## src/rtl/dlf_pkg.sv

```systemverilog
// Shared types, codes and activation tables for the dense layer forward block.
package dlf_pkg;

    localparam int CNT_W     = 5;
    localparam int NEURON_W  = 4;
    localparam int RES_LIMIT = 16;

    localparam logic [1:0] OP_WEIGHT = 2'd0;
    localparam logic [1:0] OP_BIAS   = 2'd1;
    localparam logic [1:0] OP_INPUT  = 2'd2;

    localparam logic [1:0] ACT_RELU    = 2'd0;
    localparam logic [1:0] ACT_SIGMOID = 2'd1;
    localparam logic [1:0] ACT_TANH    = 2'd2;

    localparam logic [1:0] CFG_IN_COUNT  = 2'd0;
    localparam logic [1:0] CFG_OUT_COUNT = 2'd1;
    localparam logic [1:0] CFG_ACT_MODE  = 2'd2;

    localparam logic [63:0] ONE_Q30 = 64'd1073741824;

    typedef logic [255:0][15:0] act_tab_t;

    typedef struct packed {
        logic                load;
        logic                rd;
        logic                mul;
        logic                acc;
        logic                bias;
        logic                acc_clr;
        logic                res_load;
        logic                last_neuron;
        logic [NEURON_W-1:0] neuron;
        logic [CNT_W-1:0]    step;
        logic [1:0]          act_mode;
    } cmd_t;

    // Unsigned restoring long division for building the tables.
    function automatic logic [63:0] udiv64(input logic [63:0] n, input logic [63:0] d);
        logic [63:0] quo;
        logic [64:0] rem;
        int          k;
        quo = '0;
        rem = '0;
        for (k = 63; k >= 0; k--)
        begin
            rem = {rem[63:0], n[k]};
            if (rem >= {1'b0, d})
            begin
                rem    = rem - {1'b0, d};
                quo[k] = 1'b1;
            end
        end
        return quo;
    endfunction

    // Builds the Q4.4-indexed sigmoid (sel 0) or tanh (sel 1) table at elaboration.
    // Entry idx holds the result for q equal to idx read as a signed byte.
    function automatic act_tab_t build_act_table(input logic tanh_sel);
        act_tab_t    tab;
        logic [63:0] t;
        logic [63:0] sum;
        logic [63:0] b;
        logic [63:0] pw [0:256];
        logic [63:0] e;
        logic [63:0] den;
        logic [63:0] num;
        logic [63:0] res;
        int          k;
        int          idx;
        int          q;
        int          m;
        t   = 64'd1 << 40;
        sum = t;
        for (k = 1; k <= 12; k++)
        begin
            t = udiv64(t, 64'd16 * 64'(k));
            if (k[0])
                sum = sum - t;
            else
                sum = sum + t;
        end
        b = (sum + (64'd1 << 9)) >> 10;
        pw[0] = ONE_Q30;
        for (k = 1; k <= 256; k++)
        begin
            pw[k] = (pw[k-1] * b + (ONE_Q30 >> 1)) >> 30;
        end
        for (idx = 0; idx < 256; idx++)
        begin
            q = (idx < 128) ? idx : idx - 256;
            m = (q < 0) ? -q : q;
            if (!tanh_sel)
            begin
                e   = pw[m];
                den = ONE_Q30 + e;
                num = (q >= 0) ? (64'd256 * ONE_Q30) : (64'd256 * e);
                res = udiv64(64'd2 * num + den, 64'd2 * den);
            end
            else
            begin
                e   = pw[2 * m];
                den = ONE_Q30 + e;
                num = 64'd256 * (ONE_Q30 - e);
                res = udiv64(64'd2 * num + den, 64'd2 * den);
                if (q < 0)
                    res = -res;
            end
            tab[idx] = res[15:0];
        end
        return tab;
    endfunction

    localparam act_tab_t SIG_TAB  = build_act_table(1'b0);
    localparam act_tab_t TANH_TAB = build_act_table(1'b1);

    // Saturates a 33-bit signed sum to the 32-bit accumulator range.
    function automatic logic signed [31:0] sat_acc(input logic signed [32:0] v);
        logic signed [31:0] r;
        if (v[32] != v[31])
            r = v[32] ? 32'sh8000_0000 : 32'sh7FFF_FFFF;
        else
            r = v[31:0];
        return r;
    endfunction

endpackage

```

## src/rtl/dlf_ctrl.sv

```systemverilog
// Controller state machine: load acceptance, MAC sequencing and result hand-off.
module dlf_ctrl #(
    parameter int IN_MAX  = 16,
    parameter int OUT_MAX = 16
) (
    input  logic                       clk,
    input  logic                       rst_n,
    input  logic                       in_valid,
    output logic                       in_ready,
    output logic                       out_valid,
    input  logic                       out_ready,
    input  logic                       cfg_we,
    input  logic [1:0]                 cfg_index,
    input  logic [dlf_pkg::CNT_W-1:0]  cfg_data,
    input  logic                       pass_req,
    output dlf_pkg::cmd_t              cmd
);

    typedef enum logic [6:0] {
        S_IDLE = 7'b0000001,
        S_READ = 7'b0000010,
        S_MUL  = 7'b0000100,
        S_ACC  = 7'b0001000,
        S_BIAS = 7'b0010000,
        S_ACT  = 7'b0100000,
        S_OUT  = 7'b1000000
    } state_t;

    localparam logic [dlf_pkg::CNT_W-1:0] NI_CAP =
        (IN_MAX < 31) ? dlf_pkg::CNT_W'(IN_MAX) : 5'd31;
    localparam logic [dlf_pkg::CNT_W-1:0] NO_CAP =
        (OUT_MAX < dlf_pkg::RES_LIMIT) ? dlf_pkg::CNT_W'(OUT_MAX)
                                       : dlf_pkg::CNT_W'(dlf_pkg::RES_LIMIT);

    state_t                          state_reg, state_next;
    logic [dlf_pkg::NEURON_W-1:0]    i_reg, i_next;
    logic [dlf_pkg::CNT_W-1:0]       j_reg, j_next;
    logic [dlf_pkg::CNT_W-1:0]       in_count_reg;
    logic [dlf_pkg::CNT_W-1:0]       out_count_reg;
    logic [1:0]                      act_mode_reg;
    logic [dlf_pkg::CNT_W-1:0]       ni;
    logic [dlf_pkg::CNT_W-1:0]       no;
    logic [dlf_pkg::CNT_W-1:0]       ni_last;
    logic [dlf_pkg::NEURON_W-1:0]    no_last;
    logic [dlf_pkg::CNT_W-1:0]       no_m1;

    // A count of zero behaves as one; counts beyond the stores are capped.
    always_comb
    begin
        ni = (in_count_reg == '0) ? dlf_pkg::CNT_W'(1) : in_count_reg;
        if (ni > NI_CAP)
            ni = NI_CAP;
        no = (out_count_reg == '0) ? dlf_pkg::CNT_W'(1) : out_count_reg;
        if (no > NO_CAP)
            no = NO_CAP;
        ni_last = ni - dlf_pkg::CNT_W'(1);
        no_m1   = no - dlf_pkg::CNT_W'(1);
        no_last = no_m1[dlf_pkg::NEURON_W-1:0];
    end

    always_ff @(posedge clk or negedge rst_n)
    begin
        if (!rst_n)
        begin
            in_count_reg  <= dlf_pkg::CNT_W'(1);
            out_count_reg <= dlf_pkg::CNT_W'(1);
            act_mode_reg  <= dlf_pkg::ACT_RELU;
        end
        else if (cfg_we)
        begin
            case (cfg_index)
                dlf_pkg::CFG_IN_COUNT:  in_count_reg  <= cfg_data;
                dlf_pkg::CFG_OUT_COUNT: out_count_reg <= cfg_data;
                dlf_pkg::CFG_ACT_MODE:  act_mode_reg  <= cfg_data[1:0];
                default:                ;
            endcase
        end
    end

    always_comb
    begin
        state_next = state_reg;
        i_next     = i_reg;
        j_next     = j_reg;
        cmd        = '0;
        cmd.neuron      = i_reg;
        cmd.step        = j_reg;
        cmd.act_mode    = act_mode_reg;
        cmd.last_neuron = (i_reg == no_last);
        in_ready   = 1'b0;
        out_valid  = 1'b0;
        case (state_reg)
            S_IDLE:
            begin
                in_ready = 1'b1;
                cmd.load = in_valid;
                if (in_valid && pass_req)
                begin
                    i_next     = '0;
                    j_next     = '0;
                    state_next = S_READ;
                end
            end
            S_READ:
            begin
                cmd.rd      = 1'b1;
                cmd.acc_clr = (j_reg == '0);
                state_next  = S_MUL;
            end
            S_MUL:
            begin
                cmd.mul    = 1'b1;
                state_next = S_ACC;
            end
            S_ACC:
            begin
                cmd.acc = 1'b1;
                if (j_reg == ni_last)
                    state_next = S_BIAS;
                else
                begin
                    j_next     = j_reg + dlf_pkg::CNT_W'(1);
                    state_next = S_READ;
                end
            end
            S_BIAS:
            begin
                cmd.bias   = 1'b1;
                state_next = S_ACT;
            end
            S_ACT:
            begin
                cmd.res_load = 1'b1;
                state_next   = S_OUT;
            end
            S_OUT:
            begin
                out_valid = 1'b1;
                if (out_ready)
                begin
                    if (i_reg == no_last)
                        state_next = S_IDLE;
                    else
                    begin
                        i_next     = i_reg + dlf_pkg::NEURON_W'(1);
                        j_next     = '0;
                        state_next = S_READ;
                    end
                end
            end
            default:
            begin
                state_next = S_IDLE;
            end
        endcase
    end

    always_ff @(posedge clk or negedge rst_n)
    begin
        if (!rst_n)
        begin
            state_reg <= S_IDLE;
            i_reg     <= '0;
            j_reg     <= '0;
        end
        else
        begin
            state_reg <= state_next;
            i_reg     <= i_next;
            j_reg     <= j_next;
        end
    end

endmodule

```

## config.mk

```make
export PLATFORM = sky130hd
export DESIGN_NAME = dlf_ctrl
export DESIGN_NICKNAME = d
export VERILOG_FILES = /design/src/rtl/dlf_pkg.sv /design/src/rtl/dlf_ctrl.sv
export SDC_FILE = /design/constraint.sdc
export NUM_CORES = 1
export LEC_CHECK = 0
export BUFFER_PORTS_ARGS = -buffer_cell sky130_fd_sc_hd__buf_2
export CORE_MARGIN = 2
export CORE_UTILIZATION = 40
export CTS_CLUSTER_SIZE = 8
export DETAILED_ROUTE_END_ITERATION = 16
export HOLD_SLACK_MARGIN = 0.02
export MAX_ROUTING_LAYER = met4
export PLACE_DENSITY_LB_ADDON = 0.05
export REMOVE_ABC_BUFFERS = 1
export SKIP_CTS_REPAIR_TIMING = 1
export SLEW_MARGIN = 20
export SYNTH_ARGS = -nofsm -noshare
export SYNTH_HDL_FRONTEND = slang
export SYNTH_SLANG_ARGS = --single-unit
```

## constraint.sdc

```tcl
create_clock -name clk -period 2.6 [get_ports clk]
set_clock_uncertainty 0.1 [all_clocks]
set_input_delay 0.39 -clock clk [delete_from_list [all_inputs] [get_ports clk]]
set_output_delay 0.39 -clock clk [all_outputs]
set_load 0.01 [all_outputs]
```

==> metrics.md, run 1 <==
| Metric | Value |
|---|---|
| Outcome | `finished with violations` |
| Violated checks | `negative setup slack` |
| DP Worst Slack | `-202 ps` |
| Area leader, netlist | `dfrtp_1` |
| All-Layer GR Usage | `0.172` |
| Top Family by Delay on Critical Path | `simple AND/OR/NAND/NOR gates` |
| Iter 0 DRT Violations | `49` |
| Synth Area per Inst | `10.4 µm²` |
| Max reg flops | `7` |
| CTS buffer count | `3` |
| Unrepaired setup endpoints after global routing | `true` |
| Netlist cell types | `58` |
| Clock buffer depth | `2` |
| R2r endpoint | `j_reg[4]$_DFFE_PN0P_` |
| CP max stage cell | `or4_4` |
| I/O pin count | `34` |
| Prevailing post-synth register cell | `dfrtp_1` |
| # fillers | `440` |
| Vias in the first global route | `around 1600` |
| CTS clk-pin slew, worst paths | `100 ps` |
| Max-cap check violation count | `0` |
| Average wire per cell in the routed design | `14.9 µm` |
| Routed Antenna Nets | `0` |
| Critical path required time | `~2700 ps` |
| Count leader, synth | `dfrtp_1` |
| TritonCTS Sinks | `28` |
| Fmax | `0.368 GHz` |
| Die height | `approximately 73 µm` |
| CP peak stage delay | `540 ps` |
| Synth warn | `0` |
| Clock Tree Root | `clkbuf_8` |
| Worst Slack Setup Final | `-118 ps` |
| Power Density | `roughly 650 mW/mm²` |
| Worst hold-check path type | `in -> async` |
| Syn Std Cell Area | `0.00193 mm²` |
| Vias post-DR | `1567` |
| Area grow syn2layout | `21.7%` |
| Worst Setup End Kind | `flop` |
| Layout cells sized above 1 | `0.408` |
| Static leakage | `approximately 1.0 nW` |
| Crit path max fanout | `5` |
| Relative slew slack | `0.501` |
| Critical Path Source Type | `flop` |
| Gpl congestion | `0.857` |
| Congestion Overflow GR | `0` |
| Die W | `73.4 µm` |
| Starting Density | `0.410` |
| Reg2Reg Depth | `10` |
| H-tree Lvls | `1` |
| Initial antenna violation count | `0` |
| Post-synth EDFFs | `0` |
| Worst hold slack | `7.67 ps` |
| Most frequent cells after synthesis | `25 x dfrtp_1, 14 x o21ai_0, 12 x mux2_2` |
| HPWL Detailed | `3.11 mm` |
| Cell row count | `25` |
| Synth async-reset ratio | `1.00` |
| Period minus WS final | `2720 ps` |
| Slew @ Worst Pin | `748 ps` |
| Worst EP arrival | `2780 ps` |
| Setup-failing EPs final | `5` |
| CTS tree | `done` |
| Worst R2R Start | `in_count_reg[1]$_DFFE_PN0P_` |
| DR pass1 iterations | `4` |
| Hold Vio Cnt, Final | `0` |
| Critical path startpoint | `in_count_reg[1]$_DFFE_PN0P_` |
| Crit path buf inv count | `1` |
| Top cells by area, synth | `dfrtp_1 32%, mux2_2 7.0%, dfstp_2 4.1%` |
| Buffers on Ports | `33` |
| Final Max Tran Viols | `0` |
| Final period util | `1.05` |
| DRC viols | `0` |
| Core Region | `0.00469 mm²` |
| Pin count of the biggest net entering global routing | `29` |
| Synth Instances | `186` |
| Die Footprint | `between 0.005 and 0.006 mm²` |
| Critical path cell sequence | `or4_4 -> and2_4 -> ha_4 -> nor4bb_4 -> a31oi_1 -> a32o_2 -> nor4_4 -> buf_6 -> nor4_2 -> mux2i_1` |
| Post-DP Area | `0.00215 mm²` |
| Post-synth top area share | `0.325` |
| R2R Setup Slk | `-120 ps` |
| Worst IR drop on VDD | `0.370 mV` |
| Post-route cell area | `0.00234 mm²` |
| Sequential share of the synthesized area | `0.366` |
| # diodes | `0` |
| Detailed Route WL | `4.20 mm` |
| Final nets | `247` |
| DR vias/cell | `5.56` |
| FF+latch count, synth | `28` |
| WS Path Type | `reg -> reg` |
| Clock latency on the worst-skew pair | `280 ps` |
| First-pass GRT wire length | `7.05 mm` |
metal layers:
layer / up-vias / share of wire / global-route usage
met5: - / 0 / -
met4: 0 / 0.0062 / 0.0424
met3: 4 / 0.036 / 0.0288
met2: 31 / 0.51 / 0.291
met1: 766 / 0.45 / 0.214
li1: 766 / - / -
worst max path at each step:
stage / depth (start not counted) / endpoint / slack (ps)
detailed placement: 9 / j_reg[3]$_DFFE_PN0P_ / -200
floorplan: 9 / j_reg[3]$_DFFE_PN0P_ / -100
finish: 10 / j_reg[4]$_DFFE_PN0P_ / -120
global placement: 9 / j_reg[3]$_DFFE_PN0P_ / -110
global route: 10 / j_reg[0]$_DFFE_PN0P_ / -220
CTS: 9 / j_reg[3]$_DFFE_PN0P_ / -210
worst reg2reg max path, delay by kind of cell, from the launching register on:
kind / cells / cell delay [ps]
buf+inv: 1 / 170
flops: 1 / 390
simple gates: 5 / 1290
mux: 1 / 130
fa+ha+maj: 1 / 170
compound gates: 2 / 370
cell type report:
class / instances / area [µm²] / area share
Sequential cell: 28 / 704 / 0.301
Timing Repair Buffer: 47 / 274 / 0.117
Tap cell: 54 / 67.6 / 0.0288
Multi-Input combinational cell: 141 / 1200 / 0.510
Clock inverter: 1 / 30.0 / 0.0128
Inverter: 8 / 30.0 / 0.0128
Clock buffer: 3 / 41.3 / 0.0176
cell usage in the layout, fill, tap and decap left out, drive strengths merged, types with 2 or more instances in the layout:
master	instances
ha	5
xor2	4
a21o	2
nor2	7
o21ai	17
a31oi	2
o211ai	2
a21oi	6
dfrtp	25
inv	8
nand3b	4
nand3	5
mux2	12
mux2i	4
buf	47
or4	3
nor4b	3
or2	2
xnor2	3
clkbuf	3
nand2	7
and4b	3
o21bai	5
or3	2
nor4	4
o22ai	2
and2	2
dfstp	3
or4b	3
nor3b	5
nor3	5
nand2b	10
power by group:
| group | internal (mW) | leakage, nW | switching [mW] |
|---|---|---|---|
| Sequential | 0.502 | 0.359 | 0.0786 |
| Clock | 0.206 | 0.0357 | 0.143 |
| Combinational | 0.284 | 0.634 | 0.305 |
stage by stage:
step                      TNS, ps  instances  utilization  total power, mW
after floorplan              -307        177            -            0.940
after global placement       -408        274        0.457             1.09
after detailed placement     -988        274        0.457             1.11
after CTS                   -1240        278        0.473             1.46
after global routing        -1200        282        0.499             1.62
final                        -493        282        0.499             1.52
logic make-up (layout without fill, tap and decap cells):
logic type | Yosys count | count (layout) | synth area share
flip-flops | 28 | 28 | 0.366
XOR/XNOR | 7 | 7 | 0.0318
AO/OA/AOI/OAI | 43 | 43 | 0.146
AND/OR/NAND/NOR | 69 | 69 | 0.267
buffers and inverters | 17 | 59 | 0.0611
adder cells (fa/ha/maj) | 6 | 6 | 0.0377
multiplexers | 16 | 16 | 0.0910
(Power assumes the default switching activity.)
==> inputs of run 2 (changes only) <==
--- a/config.mk
+++ b/config.mk
@@ -6,13 +6,14 @@
 export NUM_CORES = 1
 export LEC_CHECK = 0
 export BUFFER_PORTS_ARGS = -buffer_cell sky130_fd_sc_hd__buf_2
-export CORE_MARGIN = 2
+export CORE_MARGIN = 5
 export CORE_UTILIZATION = 40
 export CTS_CLUSTER_SIZE = 8
 export DETAILED_ROUTE_END_ITERATION = 16
 export HOLD_SLACK_MARGIN = 0.02
 export MAX_ROUTING_LAYER = met4
-export PLACE_DENSITY_LB_ADDON = 0.05
+export PLACE_DENSITY = 0.75
+export RECOVER_POWER = 25
 export REMOVE_ABC_BUFFERS = 1
 export SKIP_CTS_REPAIR_TIMING = 1
 export SLEW_MARGIN = 20
==> metrics.md, run 2 (synthesized netlist as in run 1, its figures left out) <==
| Metric | Value |
|---|---|
| I/O pin count | `34 (unchanged)` |
| Power Density | `656 mW/mm² (+1.2%)` |
| H-tree Lvls | `1 (unchanged)` |
| Routed Antenna Nets | `0 (unchanged)` |
| Worst R2R Start | `in_count_reg[2]$_DFFE_PN0P_` |
| TritonCTS Sinks | `28 (unchanged)` |
| Worst IR drop on VDD | `0.303 mV (-18%)` |
| Critical path required time | `2660 ps (about the same)` |
| CP max stage cell | `or4_4` |
| Max-cap check violation count | `0 (unchanged)` |
| Core Region | `0.00469 mm² (unchanged)` |
| DP Worst Slack | `-200 ps (+1.98 ps)` |
| Iter 0 DRT Violations | `49 (unchanged)` |
| Fin util | `0.494 (-0.00587)` |
| WS Path Type | `reg -> reg` |
| CP peak stage delay | `540 ps (about the same)` |
| Congestion Overflow GR | `0 (unchanged)` |
| HPWL Detailed | `3.15 mm (+1.3%)` |
| Slew @ Worst Pin | `1480 ps (+737 ps)` |
| Violated checks | `negative setup slack` |
| Clock buffer depth | `2 (unchanged)` |
| Relative slew slack | `0.0102 (-0.490)` |
| Starting Density | `0.410 (unchanged)` |
| Hold_sp | `out_ready` |
| Most frequent cells in the layout | `32 x buf_2, 25 x dfrtp_1, 15 x buf_4` |
| Worst hold-check path type | `in -> reg` |
| Worst Setup End Kind | `flop` |
| Final setup TNS | `-821 ps (-329 ps)` |
| Critical path cell sequence | `or4_4 -> and2_4 -> ha_4 -> nor4bb_4 -> a31oi_1 -> a32o_2 -> nor4_4 -> nor4_1 -> mux2i_1` |
| Clock latency on the worst-skew pair | `280 ps (about the same)` |
| Max reg flops | `7 (unchanged)` |
| Fmax | `0.361 GHz (-1.8%)` |
| Clock power frac | `0.228 (-0.002)` |
| Final Max Tran Viols | `0 (unchanged)` |
| Setup-failing EPs final | `6 (+1)` |
| Switch share | `0.340 (-0.00669)` |
| Power Total | `1.52 mW (about the same)` |
| Outcome | `finished with violations` |
| Gpl congestion | `0.784 (-8.5%)` |
| Multi-input gate area | `0.00117 mm² (-2.5%)` |
| DR vias/cell | `5.49 (-1.2%)` |
| Area grow syn2layout | `20.3%` |
| Die height | `79.4 µm (+8.2%)` |
| Critical Path Source Type | `flop` |
| Worst Slack Setup Final | `-168 ps (-50.6 ps)` |
| Internal Pwr Total | `1.00 mW (+1.0%)` |
| Sequential Power Share | `0.366 (-0.016)` |
| Vias post-DR | `1554 (-0.83%)` |
| Unrepaired setup endpoints after global routing | `true` |
| DRC viols | `0 (unchanged)` |
| CTS buffer count | `3 (unchanged)` |
| Combinational power share | `0.406 (+0.018)` |
| DR pass1 iterations | `4 (unchanged)` |
| Detailed Route WL | `4.08 mm (-2.9%)` |
| Placed cells | `277 (+1.1%)` |
| Final nets | `248 (+0.40%)` |
| Layout cells sized above 1 | `0.393 (-0.0149)` |
| R2r endpoint | `j_reg[3]$_DFFE_PN0P_` |
| Period minus WS final | `2770 ps (+50.6 ps)` |
| Critical path startpoint | `in_count_reg[2]$_DFFE_PN0P_` |
| Vias in the first global route | `1532 (-2.9%)` |
| Sequential cell area | `704 µm² (unchanged)` |
| Die Footprint | `0.00630 mm² (+17%)` |
| Psw | `0.516 mW (-1.9%)` |
| R2R Setup Slk | `-170 ps (-50 ps)` |
| Layout Cells excl Fill | `283 (+0.35%)` |
| # fillers | `440 (unchanged)` |
| Die W | `79.4 µm (+8.2%)` |
| # diodes | `0 (unchanged)` |
| Hold Vio Cnt, Final | `0 (unchanged)` |
| Worst EP arrival | `2830 ps (+50 ps)` |
| Cell row count | `25 (unchanged)` |
| Worst Hold Path EP | `state_reg[6]$_DFFE_PN0P_` |
| CTS clk-pin slew, worst paths | `100 ps (about the same)` |
| Clock Tree Root | `clkbuf_8` |
| Buffers on Ports | `33 (unchanged)` |
| Pin count of the biggest net entering global routing | `29 (unchanged)` |
| Average wire per cell in the routed design | `14.4 µm (-3.3%)` |
| Crit path max fanout | `5 (unchanged)` |
| Hold Path Stages | `2` |
| Static leakage | `1.03 nW (+0.37%)` |
| Initial antenna violation count | `0 (unchanged)` |
| Commonest non-fill, non-tap cell in the layout | `buf_2` |
| All-Layer GR Usage | `0.142 (-0.0300)` |
| Final period util | `1.06 (+0.0195)` |
| CTS tree | `done` |
| First-pass GRT wire length | `6.98 mm (-1.1%)` |
| Reg2Reg Depth | `9 (-1)` |
[run 2: changes by cell type in the layout (fill, tap and decap cells not counted), sizes merged]
cell    before  now
clkbuf       3    4
[run 2: worst max-delay path by stage]
stage,endpoint,slack (ps),depth (start not counted)
6_report,j_reg[3]$_DFFE_PN0P_,-170,9
2_1_floorplan,j_reg[3]$_DFFE_PN0P_,-100,9
4_1_cts,j_reg[1]$_DFFE_PN0P_,-210,9
3_3_place_gp,j_reg[3]$_DFFE_PN0P_,-90,9
3_5_place_dp,j_reg[3]$_DFFE_PN0P_,-200,9
5_1_grt,j_reg[0]$_DFFE_PN0P_,-260,9
[run 2: through the flow]
stage,instance area (µm²),hold WS (ps)
6_report,2320,254
5_1_grt,2320,260
4_1_cts,2240,37.5
3_5_place_dp,2170,352
3_3_place_gp,2170,349
2_1_floorplan,1840,-5.59
[run 2: power by group through the flow]
stage	Combinational, mW	Sequential (mW)	Clock, mW
floorplan	0.359	0.582	0
global route	0.685	0.569	0.374
global placement	0.520	0.581	0
CTS	0.532	0.575	0.360
detailed placement	0.530	0.584	0
finish	0.616	0.556	0.347
[run 2: per-layer routing]
metal	wire length, µm	GRT usage	vias up
met1	1880	0.175	742
met4	57	0.0447	0
li1	-	-	776
met2	1990	0.241	29
met5	0	-	-
met3	151	0.0214	7
[run 2: layout make-up]
| cell class | instances | share of cell area |
|---|---|---|
| multi-input cells | 141 | 0.504 |
| repair buffers | 48 | 0.119 |
| flip-flops and latches | 28 | 0.304 |
| inverters | 8 | 0.0130 |
| clock buffers | 3 | 0.0178 |
| clock inverters | 1 | 0.0130 |
| well taps | 54 | 0.0292 |
[run 2: critical path: cells and delay by family, from the launching register on]
| family | cells | cell delay (ps) |
|---|---|---|
| compound gates | 2 | 380 |
| fa+ha+maj | 1 | 170 |
| flops | 1 | 390 |
| mux | 1 | 140 |
| simple gates | 5 | 1480 |
==> inputs of run 3 (changes only) <==
--- a/config.mk
+++ b/config.mk
@@ -13,7 +13,7 @@
 export HOLD_SLACK_MARGIN = 0.02
 export MAX_ROUTING_LAYER = met4
 export PLACE_DENSITY = 0.75
-export RECOVER_POWER = 25
+export RECOVER_POWER = 50
 export REMOVE_ABC_BUFFERS = 1
 export SKIP_CTS_REPAIR_TIMING = 1
 export SLEW_MARGIN = 20
==> metrics.md, run 3 (synthesized netlist as in run 1, its figures left out) <==
| Metric | Value |
|---|---|
| Outcome | `finished with violations` |
| Violated checks | `max-capacitance violations, negative setup slack` |
| Starting Density | `0.410 (unchanged)` |
| Worst hold-check path type | `in -> reg` |
| Average wire per cell in the routed design | `14.4 µm (about the same)` |
| Final Max Tran Viols | `0 (unchanged)` |
| Crit path max fanout | `5 (unchanged)` |
| Power Density | `656 mW/mm² (about the same)` |
| Final nets | `248 (unchanged)` |
| Congestion Overflow GR | `0 (unchanged)` |
| Hold Vio Cnt, Final | `0 (unchanged)` |
| HPWL Detailed | `3.15 mm (unchanged)` |
| Period minus WS final | `2770 ps (+0.00900 ps)` |
| Pin count of the biggest net entering global routing | `29 (unchanged)` |
| Area grow syn2layout | `20.1%` |
| WS Path Type | `reg -> reg` |
| CP max stage cell | `or4_4` |
| Die Footprint | `0.00630 mm² (unchanged)` |
| I/O pin count | `34 (unchanged)` |
| Routed Antenna Nets | `0 (unchanged)` |
| All-Layer GR Usage | `0.142 (unchanged)` |
| DR pass1 iterations | `4 (unchanged)` |
| Static leakage | `1.03 nW (-0.53%)` |
| Buffers on Ports | `33 (unchanged)` |
| Clock buffer depth | `2 (unchanged)` |
| Slew @ Worst Pin | `1490 ps (+1.03 ps)` |
| CTS clk-pin slew, worst paths | `100 ps (about the same)` |
| Met2 Routed Length | `2.00 mm (+0.20%)` |
| DRC viols | `0 (unchanged)` |
| Most frequent cells in the layout | `30 x buf_2, 25 x dfrtp_1, 15 x buf_4` |
| CP peak stage delay | `540 ps (about the same)` |
| Die height | `79.4 µm (unchanged)` |
| Setup-failing EPs final | `6 (unchanged)` |
| Power Total | `1.52 mW (about the same)` |
| Top Metal Used | `met4` |
| Worst Setup End Kind | `flop` |
| Initial antenna violation count | `0 (unchanged)` |
| First-pass GRT wire length | `6.98 mm (unchanged)` |
| TritonCTS Sinks | `28 (unchanged)` |
| Met1 WL | `1.87 mm (-0.27%)` |
| Vias in the first global route | `1532 (unchanged)` |
| Cell row count | `25 (unchanged)` |
| Die W | `79.4 µm (unchanged)` |
| Core Region | `0.00469 mm² (unchanged)` |
| DP Worst Slack | `-200 ps (unchanged)` |
| Max-cap check violation count | `1 (+1)` |
| Vias post-DR | `1552 (-0.13%)` |
| Gpl congestion | `0.784 (unchanged)` |
| Critical path required time | `2660 ps (about the same)` |
| Iter 0 DRT Violations | `51 (+4.1%)` |
| Relative slew slack | `0.00949 (-0.000689)` |
| Layout cells sized above 1 | `0.384 (-0.00873)` |
| Unrepaired setup endpoints after global routing | `true` |
| WL met3 | `151 µm (unchanged)` |
| Critical Path Source Type | `flop` |
| Critical path cell sequence | `or4_4 -> and2_4 -> ha_4 -> nor4bb_4 -> a31oi_1 -> a32o_2 -> nor4_4 -> nor4_1 -> mux2i_1` |
| # diodes | `0 (unchanged)` |
| Max reg flops | `7 (unchanged)` |
| Clock Tree Root | `clkbuf_8` |
| Worst Slack Setup Final | `-168 ps (-0.00900 ps)` |
| CTS buffer count | `3 (unchanged)` |
| Worst IR drop on VDD | `0.302 mV (-0.13%)` |
| DR vias/cell | `5.48 (-0.13%)` |
| Fmax | `0.361 GHz (about the same)` |
| Final period util | `1.06 (about the same)` |
| Commonest non-fill, non-tap cell in the layout | `buf_2` |
| H-tree Lvls | `1 (unchanged)` |
| CTS tree | `done` |
| Worst EP arrival | `2830 ps (about the same)` |
| Clock latency on the worst-skew pair | `280 ps (about the same)` |
| Detailed Route WL | `4.08 mm (about the same)` |
[run 3: cell types whose count changed in the layout (fill, tap and decap cells not counted)]
cell	before	now
buf_2	32	30
clkbuf_1	1	3
[run 3: worst paths after layout]
check | start | endpoint | slack, ps | cells past startpoint
min reg2reg | act_mode_reg[0]$_DFFE_PN0P_ | act_mode_reg[0]$_DFFE_PN0P_ | 420 | 1
max | in_count_reg[2]$_DFFE_PN0P_ | j_reg[3]$_DFFE_PN0P_ | -170 | 9
min in group asynchronous | rst_n | i_reg[2]$_DFFE_PN0P_ | 350 | 1
min | out_ready | state_reg[6]$_DFFE_PN0P_ | 250 | 2
max reg2reg | in_count_reg[2]$_DFFE_PN0P_ | j_reg[3]$_DFFE_PN0P_ | -170 | 9
max in group asynchronous | rst_n | out_count_reg[4]$_DFFE_PN0P_ | 1190 | 1
[run 3: final cells by class]
| class | count | area (µm²) |
|---|---|---|
| Clock inverter | 1 | 30.0 |
| Multi-Input combinational cell | 141 | 1170 |
| Fill cell | 442 | 2380 |
| Timing Repair Buffer | 48 | 274 |
| Inverter | 8 | 30.0 |
| Tap cell | 54 | 67.6 |
| Sequential cell | 28 | 704 |
| Clock buffer | 3 | 41.3 |
[run 3: metrics by stage]
step                instances  hold WS [ps]   util  instance area (µm²)  TNS (ps)
floorplan                 177         -5.59      -                 1840      -307
global placement          277           349  0.462                 2170      -333
detailed placement        277           352  0.462                 2170      -962
CTS                       281          37.5  0.477                 2240     -1190
global route              283           260  0.493                 2310     -1350
finish                    283           254  0.493                 2310      -821
[run 3: metal layers]
metal  up-vias  global-route usage
met5         -                   -
met4         0              0.0447
met3         7              0.0214
met2        29               0.241
li1        775                   -
met1       741               0.175
[run 3: where the power goes]
group          switching [mW]  internal, mW  leakage (nW)
Combinational           0.321         0.295         0.633
Clock                   0.140         0.206        0.0357
Sequential             0.0548         0.501         0.359
[run 3: worst max-delay path: cells and delay by family, from the launching register on]
| kind | cells | cell delay, ps |
|---|---|---|
| flops | 1 | 390 |
| mux | 1 | 140 |
| simple gates | 5 | 1480 |
| fa+ha+maj | 1 | 170 |
| compound gates | 2 | 380 |
